===== src/hdl/pmec_pkg.sv =====
// Shared types and constants of the pseudo-median edge counter.
package pmec_pkg;

	localparam int SAMPLE_W = 10;
	localparam int THR_W    = 10;
	localparam int DEAD_W   = 16;
	localparam int TIME_W   = 32;
	localparam int COUNT_W  = 16;
	localparam int QUOT_W   = 10;
	localparam int DIST_W   = 15;
	localparam int APB_ADDR_W = 3;
	localparam int APB_DATA_W = 32;

	// Command codes of an input word.
	localparam logic CMD_SAMPLE = 1'b0;
	localparam logic CMD_CLEAR  = 1'b1;

	// Register byte addresses.
	localparam logic [APB_ADDR_W-1:0] ADDR_LEVEL_THRESHOLD = 3'd0;
	localparam logic [APB_ADDR_W-1:0] ADDR_DEAD_WINDOW     = 3'd4;

	localparam logic [THR_W-1:0]   THR_RESET  = 10'd512;
	localparam logic [DEAD_W-1:0]  DEAD_RESET = 16'd1000;
	localparam logic [DIST_W-1:0]  DIST_INIT  = 15'd20000;
	localparam logic [COUNT_W-1:0] COUNT_MAX  = 16'hFFFF;

	// Operations of the shared arithmetic unit.
	typedef enum logic [1:0] {
		ALU_ADD,
		ALU_ABSDIFF
	} alu_op_t;

endpackage


===== src/hdl/pmec_ram.sv =====
// Generic single-write, single-read RAM with registered read data.
module pmec_ram #(
	parameter int WIDTH = 10,
	parameter int DEPTH = 8
) (
	input  logic                                   clk,
	input  logic                                   we,
	input  logic [((DEPTH > 1) ? $clog2(DEPTH) : 1)-1:0] waddr,
	input  logic [WIDTH-1:0]                       wdata,
	input  logic [((DEPTH > 1) ? $clog2(DEPTH) : 1)-1:0] raddr,
	output logic [WIDTH-1:0]                       rdata
);

	logic [WIDTH-1:0] mem [DEPTH];

	always_ff @(posedge clk) begin
		if (we) begin
			mem[waddr] <= wdata;
		end
		rdata <= mem[raddr];
	end

endmodule


===== src/hdl/pmec_alu.sv =====
// Shared add and absolute-difference unit of the sequencer.
module pmec_alu #(
	parameter int WIDTH = 14
) (
	input  pmec_pkg::alu_op_t  op,
	input  logic [WIDTH-1:0]   a,
	input  logic [WIDTH-1:0]   b,
	output logic [WIDTH-1:0]   res
);
	import pmec_pkg::*;

	logic [WIDTH:0] diff_ab;
	logic [WIDTH:0] diff_ba;

	always_comb begin
		diff_ab = {1'b0, a} - {1'b0, b};
		diff_ba = {1'b0, b} - {1'b0, a};
		res     = '0;
		unique case (op)
			ALU_ADD: begin
				res = a + b;
			end
			ALU_ABSDIFF: begin
				res = diff_ab[WIDTH] ? diff_ba[WIDTH-1:0] : diff_ab[WIDTH-1:0];
			end
			default: begin
				res = '0;
			end
		endcase
	end

endmodule


===== src/hdl/pseudo_median_edge_counter_unit.sv =====
// Top level of the windowed pseudo-median threshold event counter.
// A word is taken only while idle: the window is summed, divided and scanned, and its result
// written out (a stalled output holds the done state) before the next. The shared unit sums
// the window and scans it again; the mean takes one reciprocal multiply. Reset: arst_n clears
// the window (valid bits per entry) and count at once, presets flag and config registers.
// No clearing pass is needed, so the block is ready in the first cycle after reset.
module pseudo_median_edge_counter_unit #(
	parameter int WINDOW_SIZE = 8
) (
	input  logic                                clk,
	input  logic                                arst_n,
	// Configuration port
	input  logic                                psel,
	input  logic                                penable,
	input  logic                                pwrite,
	input  logic [pmec_pkg::APB_ADDR_W-1:0]     paddr,
	input  logic [pmec_pkg::APB_DATA_W-1:0]     pwdata,
	output logic [pmec_pkg::APB_DATA_W-1:0]     prdata,
	output logic                                pready,
	// Input channel
	input  logic                                in_valid,
	output logic                                in_ready,
	input  logic                                cmd,
	input  logic [pmec_pkg::SAMPLE_W-1:0]       sample,
	input  logic [pmec_pkg::TIME_W-1:0]         now_ms,
	// Output channel
	output logic                                out_valid,
	input  logic                                out_ready,
	output logic [pmec_pkg::SAMPLE_W-1:0]       filtered_value,
	output logic                                object_present,
	output logic                                count_event,
	output logic [pmec_pkg::COUNT_W-1:0]        event_count
);
	import pmec_pkg::*;

	// The sum of the window never exceeds WINDOW_SIZE*1023, which sets the
	// width of the shared unit.
	localparam int SUM_W  = $clog2(WINDOW_SIZE * 1023 + 1);
	localparam int ADDR_W = (WINDOW_SIZE > 1) ? $clog2(WINDOW_SIZE) : 1;
	localparam int CNT_W  = $clog2(WINDOW_SIZE + 1);
	// The rounded-up reciprocal with this shift gives the exact truncated
	// quotient for every sum that fits in SUM_W bits.
	localparam int REC_SH = SUM_W + $clog2(WINDOW_SIZE);
	localparam int REC_W  = SUM_W + 2;
	localparam int PROD_W = SUM_W + REC_W;
	localparam logic [REC_W-1:0]  REC_M    = REC_W'(((64'd1 << REC_SH) + 64'(WINDOW_SIZE)
	                                                 - 64'd1) / 64'(WINDOW_SIZE));
	localparam logic [CNT_W-1:0]  CNT_LAST = CNT_W'(WINDOW_SIZE);
	localparam logic [ADDR_W-1:0] IDX_LAST = ADDR_W'(WINDOW_SIZE - 1);

	typedef enum logic [2:0] {
		ST_IDLE,
		ST_SUM,
		ST_DIV,
		ST_SCAN,
		ST_DONE
	} state_t;

	state_t                 state_q;

	// Configuration registers.
	logic [THR_W-1:0]       level_threshold_q;
	logic [DEAD_W-1:0]      dead_window_q;

	// Block state.
	logic [ADDR_W-1:0]      wr_idx_q;
	logic [WINDOW_SIZE-1:0] valid_q;
	logic                   present_q;
	logic [TIME_W-1:0]      last_detect_q;
	logic [COUNT_W-1:0]     counter_q;

	// Captured input word.
	logic                   cmd_q;
	logic [TIME_W-1:0]      now_q;

	// Sequencer working registers.
	logic [CNT_W-1:0]       cnt_q;
	logic [SUM_W-1:0]       acc_q;
	logic [QUOT_W-1:0]      mean_q;
	logic [DIST_W-1:0]      best_dist_q;
	logic [SAMPLE_W-1:0]    best_val_q;
	logic                   rd_valid_q;

	// Output registers.
	logic                   out_valid_q;
	logic [SAMPLE_W-1:0]    filtered_q;
	logic                   present_out_q;
	logic                   fired_q;
	logic [COUNT_W-1:0]     count_out_q;

	// Window memory signals.
	logic                   accept_in;
	logic                   ram_we;
	logic [ADDR_W-1:0]      ram_raddr;
	logic [SAMPLE_W-1:0]    ram_rdata;
	logic [SAMPLE_W-1:0]    win_data;

	// Shared unit signals.
	alu_op_t                alu_op;
	logic [SUM_W-1:0]       alu_a;
	logic [SUM_W-1:0]       alu_b;
	logic [SUM_W-1:0]       alu_res;

	// Decision signals.
	logic                   cfg_write;
	logic [TIME_W-1:0]      elapsed;
	logic                   out_free;
	logic [PROD_W-1:0]      mean_prod;

	assign pready    = 1'b1;
	assign cfg_write = psel & penable & pwrite;

	always_comb begin
		prdata = '0;
		if (paddr == ADDR_LEVEL_THRESHOLD) begin
			prdata = APB_DATA_W'(level_threshold_q);
		end else if (paddr == ADDR_DEAD_WINDOW) begin
			prdata = APB_DATA_W'(dead_window_q);
		end
	end

	assign in_ready  = (state_q == ST_IDLE);
	assign accept_in = in_valid & in_ready;

	// A sample word writes its slot at the edge that accepts it, so the
	// summing pass that starts on the next cycle already sees it.
	assign ram_we    = accept_in & (cmd == CMD_SAMPLE);
	assign ram_raddr = (cnt_q < CNT_LAST) ? cnt_q[ADDR_W-1:0] : '0;

	pmec_ram #(
		.WIDTH (SAMPLE_W),
		.DEPTH (WINDOW_SIZE)
	) u_window (
		.clk   (clk),
		.we    (ram_we),
		.waddr (wr_idx_q),
		.wdata (sample),
		.raddr (ram_raddr),
		.rdata (ram_rdata)
	);

	// An entry that was never written since reset reads as zero.
	assign win_data = rd_valid_q ? ram_rdata : '0;

	// The sum pass adds, and the scan pass measures the distance of each
	// entry from the mean.
	always_comb begin
		alu_op = ALU_ADD;
		alu_a  = acc_q;
		alu_b  = SUM_W'(win_data);
		unique case (state_q)
			ST_SCAN: begin
				alu_op = ALU_ABSDIFF;
				alu_a  = SUM_W'(mean_q);
				alu_b  = SUM_W'(win_data);
			end
			ST_IDLE, ST_SUM, ST_DIV, ST_DONE: begin
				alu_op = ALU_ADD;
			end
			default: begin
				alu_op = ALU_ADD;
			end
		endcase
	end

	pmec_alu #(
		.WIDTH (SUM_W)
	) u_alu (
		.op     (alu_op),
		.a      (alu_a),
		.b      (alu_b),
		.res    (alu_res)
	);

	// Window sum times the reciprocal of the window size.
	assign mean_prod = PROD_W'(acc_q) * PROD_W'(REC_M);

	// Wrapping time since the last detection.
	assign elapsed  = now_q - last_detect_q;
	assign out_free = ~out_valid_q | out_ready;

	always_ff @(posedge clk or negedge arst_n) begin
		if (!arst_n) begin
			state_q           <= ST_IDLE;
			level_threshold_q <= THR_RESET;
			dead_window_q     <= DEAD_RESET;
			wr_idx_q          <= '0;
			valid_q           <= '0;
			present_q         <= 1'b1;
			last_detect_q     <= '0;
			counter_q         <= '0;
			cnt_q             <= '0;
			rd_valid_q        <= 1'b0;
			out_valid_q       <= 1'b0;
		end else begin
			if (cfg_write) begin
				if (paddr == ADDR_LEVEL_THRESHOLD) begin
					level_threshold_q <= pwdata[THR_W-1:0];
				end else if (paddr == ADDR_DEAD_WINDOW) begin
					dead_window_q <= pwdata[DEAD_W-1:0];
				end
			end

			rd_valid_q <= valid_q[ram_raddr];

			// In the done state the new word replaces the one being taken.
			if (out_valid_q && out_ready && state_q != ST_DONE) begin
				out_valid_q <= 1'b0;
			end

			unique case (state_q)
				ST_IDLE: begin
					if (accept_in) begin
						cmd_q <= cmd;
						now_q <= now_ms;
						cnt_q <= '0;
						acc_q <= '0;
						if (cmd == CMD_SAMPLE) begin
							valid_q[wr_idx_q] <= 1'b1;
							wr_idx_q <= (wr_idx_q == IDX_LAST) ? '0 : wr_idx_q + 1'b1;
						end
						state_q <= ST_SUM;
					end
				end
				ST_SUM: begin
					// Read data arrives in the cycle after its address is presented.
					if (cnt_q != '0) begin
						acc_q <= alu_res;
					end
					cnt_q <= cnt_q + 1'b1;
					if (cnt_q == CNT_LAST) begin
						state_q <= ST_DIV;
					end
				end
				ST_DIV: begin
					// Truncated mean from the product with the rounded-up reciprocal.
					mean_q      <= mean_prod[REC_SH +: QUOT_W];
					cnt_q       <= '0;
					best_dist_q <= DIST_INIT;
					best_val_q  <= '0;
					state_q     <= ST_SCAN;
				end
				ST_SCAN: begin
					// Strict compare keeps the lowest index on a tie.
					if (cnt_q != '0 && DIST_W'(alu_res[SAMPLE_W-1:0]) < best_dist_q) begin
						best_dist_q <= DIST_W'(alu_res[SAMPLE_W-1:0]);
						best_val_q  <= win_data;
					end
					cnt_q <= cnt_q + 1'b1;
					if (cnt_q == CNT_LAST) begin
						state_q <= ST_DONE;
					end
				end
				ST_DONE: begin
					if (out_free) begin
						filtered_q  <= best_val_q;
						fired_q     <= 1'b0;
						out_valid_q <= 1'b1;
						state_q     <= ST_IDLE;
						if (cmd_q == CMD_CLEAR) begin
							counter_q     <= '0;
							count_out_q   <= '0;
							present_out_q <= present_q;
						end else if (best_val_q > level_threshold_q) begin
							count_out_q   <= counter_q;
							present_out_q <= present_q;
							if (elapsed > TIME_W'(dead_window_q) && !present_q) begin
								if (counter_q != COUNT_MAX) begin
									counter_q   <= counter_q + 1'b1;
									count_out_q <= counter_q + 1'b1;
									fired_q     <= 1'b1;
								end
								last_detect_q <= now_q;
								present_q     <= 1'b1;
								present_out_q <= 1'b1;
							end
						end else begin
							present_q     <= 1'b0;
							present_out_q <= 1'b0;
							count_out_q   <= counter_q;
						end
					end
				end
				default: begin
					state_q <= ST_IDLE;
				end
			endcase
		end
	end

	assign out_valid      = out_valid_q;
	assign filtered_value = filtered_q;
	assign object_present = present_out_q;
	assign count_event    = fired_q;
	assign event_count    = count_out_q;

endmodule

===== config.mk =====
export PLATFORM = sky130hd
export DESIGN_NAME = pseudo_median_edge_counter_unit
export DESIGN_NICKNAME = d
export VERILOG_FILES = /design/src/hdl/pmec_pkg.sv /design/src/hdl/pmec_ram.sv /design/src/hdl/pmec_alu.sv /design/src/hdl/pseudo_median_edge_counter_unit.sv
export SDC_FILE = /design/constraint.sdc
export NUM_CORES = 1
export LEC_CHECK = 0
export BUFFER_PORTS_ARGS = -buffer_cell sky130_fd_sc_hd__buf_4
export CORE_MARGIN = 4
export CORE_UTILIZATION = 35
export DETAILED_ROUTE_END_ITERATION = 8
export GPL_ROUTABILITY_DRIVEN = 0
export PLACE_DENSITY = 0.49
export SLEW_MARGIN = 0
export SYNTH_ARGS = -nofsm -noshare
export SYNTH_HDL_FRONTEND = slang
export SYNTH_SLANG_ARGS = --single-unit
export TNS_END_PERCENT = 1

===== constraint.sdc =====
create_clock -name clk -period 9.9 [get_ports clk]
set_input_delay 0.495 -clock clk [delete_from_list [all_inputs] [get_ports clk]]
set_output_delay 0.495 -clock clk [all_outputs]
set_load 0.005 [all_outputs]

# Yosys cells after proc, flatten, opt, wreduce, memory -nomap -nowiden
# Memories as Yosys holds them, arrays and structs flattened. A register that Yosys moved wholly into a read port is not among the register bits.
# Cells that the tools add are included.
# classes
n_addsub	7
n_mul	0
n_div	0
n_lt_le_gt_ge	7
eq_ne	16
shift	0
mux	40
n_bitwise	12
reduce_logical	27
# ops
cell	n
16-bit 2-to-1 mux	5
13-bit 2-to-1 mux	4
13-bit case mux with 2 select lines	2
32-bit by 16-bit > comparator with 1-bit output	1
32-bit 2-to-1 mux	1
32-bit subtractor	1
15-bit case mux with 2 select lines	1
10-bit 2-to-1 mux	2
10-bit case mux with 2 select lines	1
3-bit 2-to-1 mux	6
16-bit by 1-bit adder with 16-bit output, second input constant	1
16-bit != test, second input constant	1
10-bit by 15-bit < comparator with 1-bit output	1
15-bit 2-to-1 mux	1
3-bit case mux with 5 select lines	1
3-bit AND reduction	5
13-bit by 10-bit subtractor with 14-bit output	1
13-bit by 10-bit adder with 13-bit output	1
10-bit by 13-bit subtractor with 13-bit output	1
1-bit 2-to-1 mux	12
4-bit case mux with 3 select lines	1
10-bit > comparator	1
2-bit != test, second input constant	5
3-bit equality test, second input constant	3
other kinds (30)	50
# word_totals
reg_bits	204
latchBits	0
mem_bits_rw	80
romBits	0
inputBits	85
elab_cells	131
n_memories	1
# mem_list
memory	depth	word_bits	read_ports	rd_clocked_by_memory_dff	wr	line	rtl
u_window.mem	8	10	1	1	1	pmec_ram.sv:14	logic [WIDTH-1:0] mem [DEPTH];

# Depth between registers and ports, before layout
# Gate-level depths: netlist (run 1).
# logic_depth
ltp_word	9
ltp_mapped	33

# Cells and area by module
# Synthesis (run 1) repeated with hierarchy kept, for this count alone.
# unflattened
hier_cells	1576
area_unflattened_um2	17249.0
# modules_own_cells
mod	n_inst	cells_per_inst	area_per_inst_um2	seq_area_each_um2
pseudo_median_edge_counter_unit	1	1163	11922.7	5540.3
pmec_ram	1	138	3333.2	2602.5
pmec_alu	1	275	1993.2	0.0

# Worst setup path before layout (run 1)
# No wires, ideal clock.
# synth_timing
path_kind	register to register
startpoint	register state_q[2]
endpoint	register best_dist_q[0] (enable)
setup_ps	406
arrival_time_ps	6359
required_ps	9494
slack_ps	3135
stages_incl_launch_ff	33
path_buffers	5
period_less_slack_ps	6765
path_cell_list	dfrtp_1 > clkbuf_1 > nor2b_1 > and2_1 > clkbuf_1 > inv_1 > clkbuf_1 > clkbuf_1 > nand2_1 > nand2_1 > ha_1 > nor2b_1 > o21ai_0 > a21boi_0 > o21ai_0 > a21oi_1 > nand4_1 > and4_1 > buf_1 > nor2b_1 > a211oi_1 > a21o_1 > ha_1 > a21o_1 > a21o_1 > a21o_1 > a21o_1 > a21o_1 > a21oi_1 > nor2b_1 > o21ai_0 > nand2b_1 > a21oi_1
# synth_via
elab_chain_cells	9
elab_cells_between_ends	16
# synth_lines
item	line	rtl
start, declared	pseudo_median_edge_counter_unit.sv:59	state_t state_q;
start signal, assigned	pseudo_median_edge_counter_unit.sv:184	state_q <= ST_IDLE;
start signal, assigned	pseudo_median_edge_counter_unit.sv:222	state_q <= ST_SUM;
start signal, assigned	pseudo_median_edge_counter_unit.sv:232	state_q <= ST_DIV;
3-bit by 2-bit equality test with 1-bit output *	pseudo_median_edge_counter_unit.sv:151	unique case (state_q)
13-bit 2-to-1 mux	pseudo_median_edge_counter_unit.sv:151	
13-bit by 10-bit subtractor with 14-bit output / 10-bit by 13-bit subtractor with 13-bit output (equally long branches)	pmec_alu.sv:16, pmec_alu.sv:17	
13-bit 2-to-1 mux	pmec_alu.sv:24	res = diff_ab[WIDTH] ? diff_ba[WIDTH-1:0] : diff_ab[WIDTH-1:0];
13-bit case mux with 2 select lines *	pmec_alu.sv:19	unique case (op)
net alu_res[1]	pseudo_median_edge_counter_unit.sv:102	logic [SUM_W-1:0] alu_res;
10-bit by 15-bit < comparator with 1-bit output *	pseudo_median_edge_counter_unit.sv:245	if (cnt_q != '0 && DIST_W'(alu_res[SAMPLE_W-1:0]) < best_dist_q) begin
1-bit logical AND *	pseudo_median_edge_counter_unit.sv:245	
2-bit != test (no source line) *	-	
3-bit AND reduction (no source line) *	-	
end signal, assigned	pseudo_median_edge_counter_unit.sv:246	best_dist_q <= DIST_W'(alu_res[SAMPLE_W-1:0]);
end, declared	pseudo_median_edge_counter_unit.sv:80	logic [DIST_W-1:0] best_dist_q;
# The timed path passes the listed nets; every way through them passes the cells marked *.
# A chain may end at the register's enable or synchronous reset.

# Worst setup path in the final report (run 1)
# layout_timing
startpoint	register state_q[0]
endpoint	register best_dist_q[4] (enable)
# Same word-level chain as after synthesis.

==> out/metrics.yaml, run 1 <==
diodes: 0
synth_seq_cells: 290
nets: 1709
multi_input_area_mm2: 0.00695
nFillCells: 4242
wire_per_inst_um: 18.4
die_x_um: 221
grt_pass1_wl_um: 62100
cts_tree: "built"
p_leak_nw: 7.68
synthArstFlopShare_pct: 32.8
clock_path_buffers: 3
timing.fmax_mhz: 132
slew_headroom_pct: 23.5
cpMaxStageDelayCell: "and2_1"
synth.cells.most_frequent: "185 x edfxtp_1, 130 x nand2_1, 118 x inv_1"
arrival_ns: 7.83
clock-skew-final_ns: 0.0162
worst_pin_slew_ns: 1.15
hp-start: "now_ms[23]"
cap_violations: 0
synth_top_area_share_pct: 35.1
via_per_inst: 5.04
drive_gt1_share_pct: 20.2
r2r_end: "best_dist_q[4]"
power.density_mw_per_mm2: 294
grt.overflow.total: 0
port_buffers: 114
die_h_um: 221
drt-initial-drc-count: 585
fin_crit_ns: 7.60
maxSlewViolCount: 0
postCtsSetupBuffers: 0
regArea_mm2: 0.00814
period_share_pct: 76.8
yosysWarnings: 0
end_kind: "register"
cts_max_level: 2
ys_types: 79
io_pins: 148
hold_path_depth: 1
worstReg2RegStart: "state_q[0]"
synth_area_leaders: "edfxtp_1 35%, dfrtp_1 14%, ha_1 7.9%, mux4_2 3.1%, nand2_1 3.1%"
crit_fanout: 27
grt_max_degree: 56
area_growth_pct: 17.1
status: "finished, final reports clean"
drc_errors: 0
max_stage_delay_ns: 0.62
r2r.worst_path.cells: 30
whs_ns: 0.109
ff2ff_setup_slack_ns: 2.30
grt_util_all_layers_pct: 16.4
antenna_found_initial: 0
synth_top_area_cell: "edfxtp_1"
initial_core_util_pct: 35.6
syn_area_mm2: 0.0158
fin_tns_setup_ns: 0
coreArea_mm2: 0.0444
cts_hold_buf: 1
synth.avg_cell_area_um2: 11.3
yosysMostFrequentCell: "edfxtp_1"
dp_hpwl_um: 27800
clock_latency_ns: 0.56
num_rows: 77
setup_viol: 0
cp_common_cell: "a21o_1"
min_path_type: "input pin to register"
vdd_ir_drop_max_uv: 142
cts_buffers: 35
synth_ff_type: "edfxtp_1"
drt_wl_total_um: 39300
grt_pass1_vias: 11071
vias: 10782
hold_path_end: "now_q[23]"
required_ns: 10.13
ys_seq_area_share_pct: 51.5
clock-sinks: 290
ant_nets: 0
root_buffer: "clkbuf_16"
clk_pin_slew_ns: 0.06
critical_path_class: "register to register"
hold_viol: 0
first_pass_iters: 5
rsz0062_at_grt: "false"
cts_resized: 0
start_kind: "register"
synth-edff-count: 185
synthCells: 1400
dieArea_mm2: 0.0486
cells in the final DEF (no fill, tap or decap), types with 30 or more instances in the layout:
master	n
clkbuf_16	35
ha_1	100
edfxtp_1	185
a21o_1	30
dfrtp_1	87
inv_1	118
xnor2_1	32
o21ai_0	64
a21oi_1	71
buf_4	133
nand2_1	130
nor2_1	112
cell families after synthesis:
family / count (synthesis) / synth area share [%]
xor gates and xnor gates: 44 / 2.44
muxes: 99 / 9.16
DFF: 290 / 51.5
buffers and inverters: 184 / 4.99
other: 2 / 0.0475
adders and majority gates: 104 / 8.42
and+or+nand+nor: 400 / 11.9
AOI/OAI and AO/OA: 277 / 11.5
worst max-delay path: cells and delay by family (launching register included):
family,cells,cell delay [ns]
compound gates,14,2.92
buf+inv,4,1.35
simple gates,10,2.10
flops,1,0.48
fa+ha+maj,2,0.41
per-layer routing:
metal	up-vias	wire, um	GRT usage, %
met5	-	0	0
met4	0	936	4.95
met3	62	1600	2.47
met2	207	18800	27.8
met1	5254	18000	21.8
li1	5259	-	-
worst max-delay path by stage:
stage	cells after the start	slack (ns)	to	start
finish	30	2.30	best_dist_q[4]	state_q[0]
global route	29	1.58	best_val_q[3]	state_q[0]
CTS	30	2.19	best_dist_q[4]	state_q[0]
detailed placement	30	2.21	best_dist_q[6]	state_q[0]
global placement	30	2.35	best_dist_q[4]	state_q[0]
floorplan	32	3.13	best_dist_q[0]	state_q[2]
area by class of cell:
cell class / count / share of cell area, %
repair buffers: 134 / 5.45
flip-flops and latches: 290 / 44.0
multi-input cells: 941 / 37.5
inverters: 118 / 2.39
well taps: 592 / 4.00
clock buffers: 42 / 5.03
clock inverters: 22 / 1.66
sequential cells by signal (all words and copies together) (netlist names), 11 cells and up:
name and cells:
u_window.mem 80, counter_q 16, dead_window_q 16, now_q 32, acc_q 13, event_count 16
best_dist_q 11, last_detect_q 32
per-stage QoR:
stage | utilization (%) | area [um2] | std cells | worst slack [ns] | total power [mW]
after detailed placement | 38.9 | 17300 | 2074 | 2.21 | 4.09
after CTS | 41.7 | 18500 | 2139 | 2.19 | 5.52
final | 41.7 | 18500 | 2139 | 2.30 | 5.44
after floorplan | - | 15900 | 1415 | 3.13 | 3.48
after global routing | 41.7 | 18500 | 2139 | 1.58 | 5.90
after global placement | 38.9 | 17300 | 2074 | 2.35 | 4.07
where the power goes:
part / internal (mW) / leakage (nW) / switching, mW / total (mW)
clock network: 0.839 / 0.601 / 0.545 / 1.38
registers: 1.57 / 2.93 / 0.169 / 1.74
logic: 0.981 / 4.14 / 1.34 / 2.32
Note: power is estimated with default switching activity, not from simulation.
==> run 2, diff against run 1 <==
--- a/config.mk
+++ b/config.mk
@@ -5,12 +5,13 @@
 export SDC_FILE = /design/constraint.sdc
 export NUM_CORES = 1
 export LEC_CHECK = 0
+export ABC_AREA = 1
 export BUFFER_PORTS_ARGS = -buffer_cell sky130_fd_sc_hd__buf_4
 export CORE_MARGIN = 4
 export CORE_UTILIZATION = 35
 export DETAILED_ROUTE_END_ITERATION = 8
 export GPL_ROUTABILITY_DRIVEN = 0
-export PLACE_DENSITY = 0.49
+export PLACE_DENSITY = 0.5
 export SLEW_MARGIN = 0
 export SYNTH_ARGS = -nofsm -noshare
 export SYNTH_HDL_FRONTEND = slang
==> constraint.sdc (replaced) <==
create_clock -name clk -period 6.8 [get_ports clk]
set_input_delay 0.34 -clock clk [delete_from_list [all_inputs] [get_ports clk]]
set_output_delay 0.34 -clock clk [all_outputs]
set_load 0.005 [all_outputs]
==> run 2 against run 1 <==
  * Global-route usage up 0.58 points
  * Synthesized cell count up 42%
  * Design area up 6.9%
  * Clock skew up 0.0019 ns
  * Utilization up 0.54 points
==> out/metrics.yaml, run 2 <==
port_buffers: 114
crit_fanout: 31
synth_top_area_cell: "edfxtp_1"
clk_pin_slew_ns: 0.06
layout_common_cells: "471 x nand2_1, 327 x inv_1, 220 x nor2_1"
fin_tns_setup_ns: 0
clock_latency_ns: 0.55
dieArea_mm2: 0.0512
grt_max_degree: 68
synth-edff-count: 185
drt-initial-drc-count: 881
cpMaxStageDelayCell: "o21ai_0"
synth_seq_cells: 290
grt_pass1_wl_um: 69200
cts_hold_buf: 49
nets: 2341
p_leak_nw: 9.39
first_pass_iters: 5
clock-sinks: 290
cp_common_cell: "nand2_1"
synth_ff_type: "edfxtp_1"
postCtsSetupBuffers: 0
clock_path_buffers: 3
io_pins: 148
largest_reg_flops: 80
end_kind: "register"
grt_util_all_layers_pct: 16.9
root_buffer: "clkbuf_16"
coreArea_mm2: 0.0469
diodes: 0
yosysWarnings: 0
antenna_found_initial: 2
cts_resized: 0
regArea_mm2: 0.00814
die_h_um: 226
power_mw: 8.50
synth_top_area_share_pct: 33.3
cap_violations: 0
synth.avg_cell_area_um2: 8.42
synthArstFlopShare_pct: 32.8
timing.fmax_mhz: 176
synth.cells.most_frequent: "471 x nand2_1, 327 x inv_1, 224 x nor2_1"
setup_viol: 0
ys_seq_area_share_pct: 48.8
slew_headroom_pct: 24.1
grt_pass1_vias: 12788
fin_crit_ns: 5.69
top_regs: "u_window.mem: 80 flops, last_detect_q: 32 flops, now_q: 32 flops"
synthCells: 1983
status: "finished, final reports clean"
required_ns: 7.05
nFillCells: 4732
drt_wl_total_um: 43400
rsz0062_at_grt: "false"
largest-register: "u_window.mem"
multi_input_area_mm2: 0.00699
grt.overflow.total: 0
period_share_pct: 83.7
die_x_um: 226
hold_viol: 0
area_growth_pct: 18.6
power.density_mw_per_mm2: 429
dpl_worst_slack_ns: 1.10
min_path_type: "input pin to register"
synth_area_leaders: "edfxtp_1 33%, dfrtp_1 13%, nand2_1 11%, ha_1 7.6%, inv_1 7.4%"
final_common_cell: "nand2_1"
cts_tree: "built"
critical_path_class: "register to register"
dp_hpwl_um: 31500
cts_buffers: 36
clock-skew-final_ns: 0.0181
maxSlewViolCount: 0
arrival_ns: 5.94
layout_setup_ws_ns: 1.11
ys_types: 56
wire_per_inst_um: 15.6
syn_area_mm2: 0.0167
drive_gt1_share_pct: 11.2
drc_errors: 0
initial_core_util_pct: 35.6
vias: 13243
cts_max_level: 2
start_kind: "register"
vdd_ir_drop_max_uv: 209
max_stage_delay_ns: 0.44
yosysMostFrequentCell: "nand2_1"
num_rows: 79
ant_nets: 0
via_per_inst: 4.75
worst_pin_slew_ns: 1.13
[run 2: metal layers]
layer	wire length, um	vias to the layer above	GRT usage, %
met1	20600	6123	23.6
li1	-	6758	-
met4	974	4	4.34
met3	2370	64	3.13
met5	23	-	0
met2	19400	294	27.4
[run 2: worst max-delay path: cells and delay by family (launching register included)]
family | cells | cell delay (ns)
AND/OR/NAND/NOR | 10 | 1.24
flip-flops | 1 | 0.41
adder cells (fa/ha/maj) | 2 | 0.72
buffers and inverters | 4 | 0.83
AO/OA/AOI/OAI | 11 | 2.16
[run 2: worst paths after layout]
path	from	end	slack [ns]	cells past startpoint
max	state_q[2]	best_val_q[1]	1.11	27
min	sample[6]	u_window.mem[0][6]	0.04	1
max reg2reg	state_q[2]	best_val_q[1]	1.11	27
min reg2reg	acc_q[12]	mean_q[9]	0.44	0
max in group asynchronous	arst_n	cnt_q[2]	5.26	3
min in group asynchronous	arst_n	last_detect_q[19]	0.28	2
[run 2: through the flow]
step / area, um2 / hold WS, ns / instances / util, %
3_5_place_dp: 18200 / 0.318 / 2671 / 38.8
6_report: 19800 / 0.0360 / 2786 / 42.2
2_1_floorplan: 16700 / 0.0444 / 1998 / -
3_3_place_gp: 18200 / 0.315 / 2671 / 38.8
4_1_cts: 19800 / 0.00222 / 2786 / 42.2
5_1_grt: 19800 / 0.0127 / 2786 / 42.2
[run 2: cell type report]
type	instances	share of cell area [%]
clock buffers	50	5.18
multi-input cells	1304	35.3
repair buffers	185	7.70
inverters	334	6.34
well taps	607	3.84
flip-flops and latches	290	41.2
clock inverters	16	0.487
[run 2: cell families (layout without fill, tap and decap cells)]
family	after synthesis	in the layout	share of synthesized area [%]
AOI/OAI and AO/OA	298	298	10.3
xor gates and xnor gates	31	31	1.63
adders and majority gates	105	105	8.05
buffers and inverters	404	585	9.78
DFF	290	290	48.8
other	2	17	0.0450
and+or+nand+nor	853	853	21.4
[run 2: power by group]
group / leakage, nW / internal, mW / switching [mW]
combinational: 6.02 / 1.46 / 2.78
sequential: 2.82 / 2.28 / 0.164
clock: 0.551 / 1.06 / 0.754
total: 9.39 / 4.80 / 3.70
==> run 3, diff against run 2 <==
--- a/config.mk
+++ b/config.mk
@@ -5,13 +5,13 @@
 export SDC_FILE = /design/constraint.sdc
 export NUM_CORES = 1
 export LEC_CHECK = 0
-export ABC_AREA = 1
+export ABC_AREA = 0
 export BUFFER_PORTS_ARGS = -buffer_cell sky130_fd_sc_hd__buf_4
 export CORE_MARGIN = 4
 export CORE_UTILIZATION = 35
 export DETAILED_ROUTE_END_ITERATION = 8
 export GPL_ROUTABILITY_DRIVEN = 0
-export PLACE_DENSITY = 0.5
+export PLACE_DENSITY = 0.49
 export SLEW_MARGIN = 0
 export SYNTH_ARGS = -nofsm -noshare
 export SYNTH_HDL_FRONTEND = slang
==> constraint.sdc (replaced) <==
create_clock -name clk -period 5.7 [get_ports clk]
set_input_delay 0.285 -clock clk [delete_from_list [all_inputs] [get_ports clk]]
set_output_delay 0.285 -clock clk [all_outputs]
set_load 0.005 [all_outputs]
==> run 3 against run 2 <==
  * Worst hold slack better by 0.021 ns
  * Combinational power about the same
  * Count of clock-buffer cells in the layout grew 3
  * Power increased by 11%
  * Register-to-register slack worse by 0.62 ns
  * Non-clock buffer count increased by 21
  * Wire length decreased by 7.4%
  * Sequential share of layout area up 1.4 points
  * Critical path depth grew 1
  * Largest power group unchanged
==> out/metrics.yaml, run 3 (synthesized netlist as in run 1, its figures left out) <==
p_clk_share_pct: 23.6
wire_per_inst_um: 18.2
vdd_ir_drop_max_uv: 256
io_pins: 148
clock_latency_ns: 0.54
drt_wl_total_um: 40200
antenna_found_initial: 1
drc_errors: 0
timing.fmax_mhz: 192
cts_buffers: 35
setup_viol: 0
top_regs: "u_window.mem: 80 flops, last_detect_q: 32 flops, now_q: 32 flops"
drt-initial-drc-count: 560
min_path_type: "input pin to register"
first_pass_iters: 5
via_per_inst: 5.01
largest-register: "u_window.mem"
crit_start: "state_q[2]"
final_common_cell: "edfxtp_1"
clock-skew-final_ns: 0.0150
vias: 11066
initial_core_util_pct: 35.6
die_h_um: 221
cp_top_family: "compound AO/OA/AOI/OAI gates"
cp_common_cell: "a21o_1"
maxSlewViolCount: 0
layout_common_cells: "185 x edfxtp_1, 145 x buf_4, 130 x nand2_1"
slew_headroom_pct: 33.9
root_buffer: "clkbuf_16"
area_growth_pct: 21.1
cts_tree: "built"
p_comb_share_pct: 44.6
grtUsageMet2_pct: 27.0
dieArea_mm2: 0.0486
port_buffers: 114
hold_viol: 0
largest_reg_flops: 80
cts_max_level: 2
die_x_um: 221
grt_pass1_wl_um: 63500
switching_share_pct: 37.4
ant_nets: 0
coreArea_mm2: 0.0444
cap_violations: 0
drive_gt1_share_pct: 19.8
period_share_pct: 91.4
gr-usage-met1_pct: 22.9
grt.overflow.total: 0
grt_max_degree: 41
grt_pass1_vias: 11378
critical_path_class: "register to register"
clock-sinks: 290
path_buf_inv: 2
start_kind: "register"
dp_hpwl_um: 28400
arrival_ns: 5.45
nFillCells: 4230
nets: 1781
p_sw_mw: 3.53
worst_pin_slew_ns: 0.989
cpMaxStageDelayCell: "dfrtp_1"
num_rows: 77
power.density_mw_per_mm2: 493
p_leak_nw: 7.94
grt_use_met3_pct: 3.13
max_stage_delay_ns: 0.38
fin_crit_ns: 5.21
busiest_layer: "met2"
clk_pin_slew_ns: 0.06
power_mw: 9.44
regArea_mm2: 0.00814
status: "finished, final reports clean"
crit_fanout: 17
finish.utilization_pct: 43.1
worstReg2RegStart: "state_q[2]"
end_kind: "register"
diodes: 0
power_frac_seq_pct: 31.9
required_ns: 5.94
hp-start: "in_valid"
multi_input_area_mm2: 0.00697
clock_path_buffers: 3
internal_power_mw: 5.90
postCtsSetupBuffers: 0
grt_util_all_layers_pct: 16.7
## run 3: cell count changes in the layout (fill, tap and decap cells not counted), sizes merged, moves of 29 or more
cell,before,now
nand2,476,130
nor2,229,113
a21o,2,31
mux2,0,58
a21oi,112,76
inv,335,119
xnor2,2,32
nand3,63,29
o21ai,102,68
## run 3: power by group through the flow
stage	clock, mW	combinational (mW)	sequential (mW)
detailed placement	0	4.16	3.05
global route	2.39	4.77	3.06
CTS	2.31	4.22	3.01
finish	2.22	4.21	3.01
global placement	0	4.14	3.04
floorplan	0	3.16	2.92
## run 3: what timing repair did
action                     4_1_cts  5_1_grt
hold buffers                    60        0
setup endpoints to repair        0       22
gates resized for setup          0        6
hold endpoints to repair       161        0
## run 3: routing by layer
layer | share of wire [%] | routed length, um
met1 | 47 | 18700
met2 | 46 | 18500
met3 | 4.6 | 1860
met4 | 2.5 | 1020
met5 | 0.032 | 13
## run 3: per-stage QoR
stage | worst slack [ns] | instance area [um2] | hold slack [ns] | cells | setup TNS (ns)
after floorplan | 0.0428 | 15900 | -0.0106 | 1415 | 0
after global placement | 0.358 | 17400 | 0.244 | 2087 | 0
after detailed placement | 0.245 | 17400 | 0.250 | 2087 | 0
after CTS | 0.209 | 19100 | 0.0297 | 2210 | 0
after global routing | -0.0189 | 19100 | 0.0728 | 2210 | -0.157
final | 0.490 | 19100 | 0.0571 | 2210 | 0
## run 3: cell type report
| type | count | share of cell area [%] |
|---|---|---|
| clock buffer | 53 | 5.41 |
| timing repair buffer | 206 | 8.93 |
| multi-input combinational | 941 | 36.4 |
| inverter | 118 | 2.31 |
| sequential | 290 | 42.5 |
| clock inverter | 10 | 0.549 |
| tap | 592 | 3.87 |
## run 3: path summary, 6_finish.rpt
kind,slack (ns),cells past startpoint,endpoint
worst min register to register,0.44,0,mean_q[6]
max in group asynchronous,4.58,3,counter_q[12]
worst max-delay path,0.49,28,best_dist_q[0]
min in group asynchronous,0.23,2,dead_window_q[2]
worst max register to register,0.49,28,best_dist_q[0]
worst min-delay path,0.06,3,state_q[0]
## run 3: tightest hold or removal path: stages
cell	delay, ns
buf_4	0.12
o21ai_0	0.07
nand2b_1	0.07
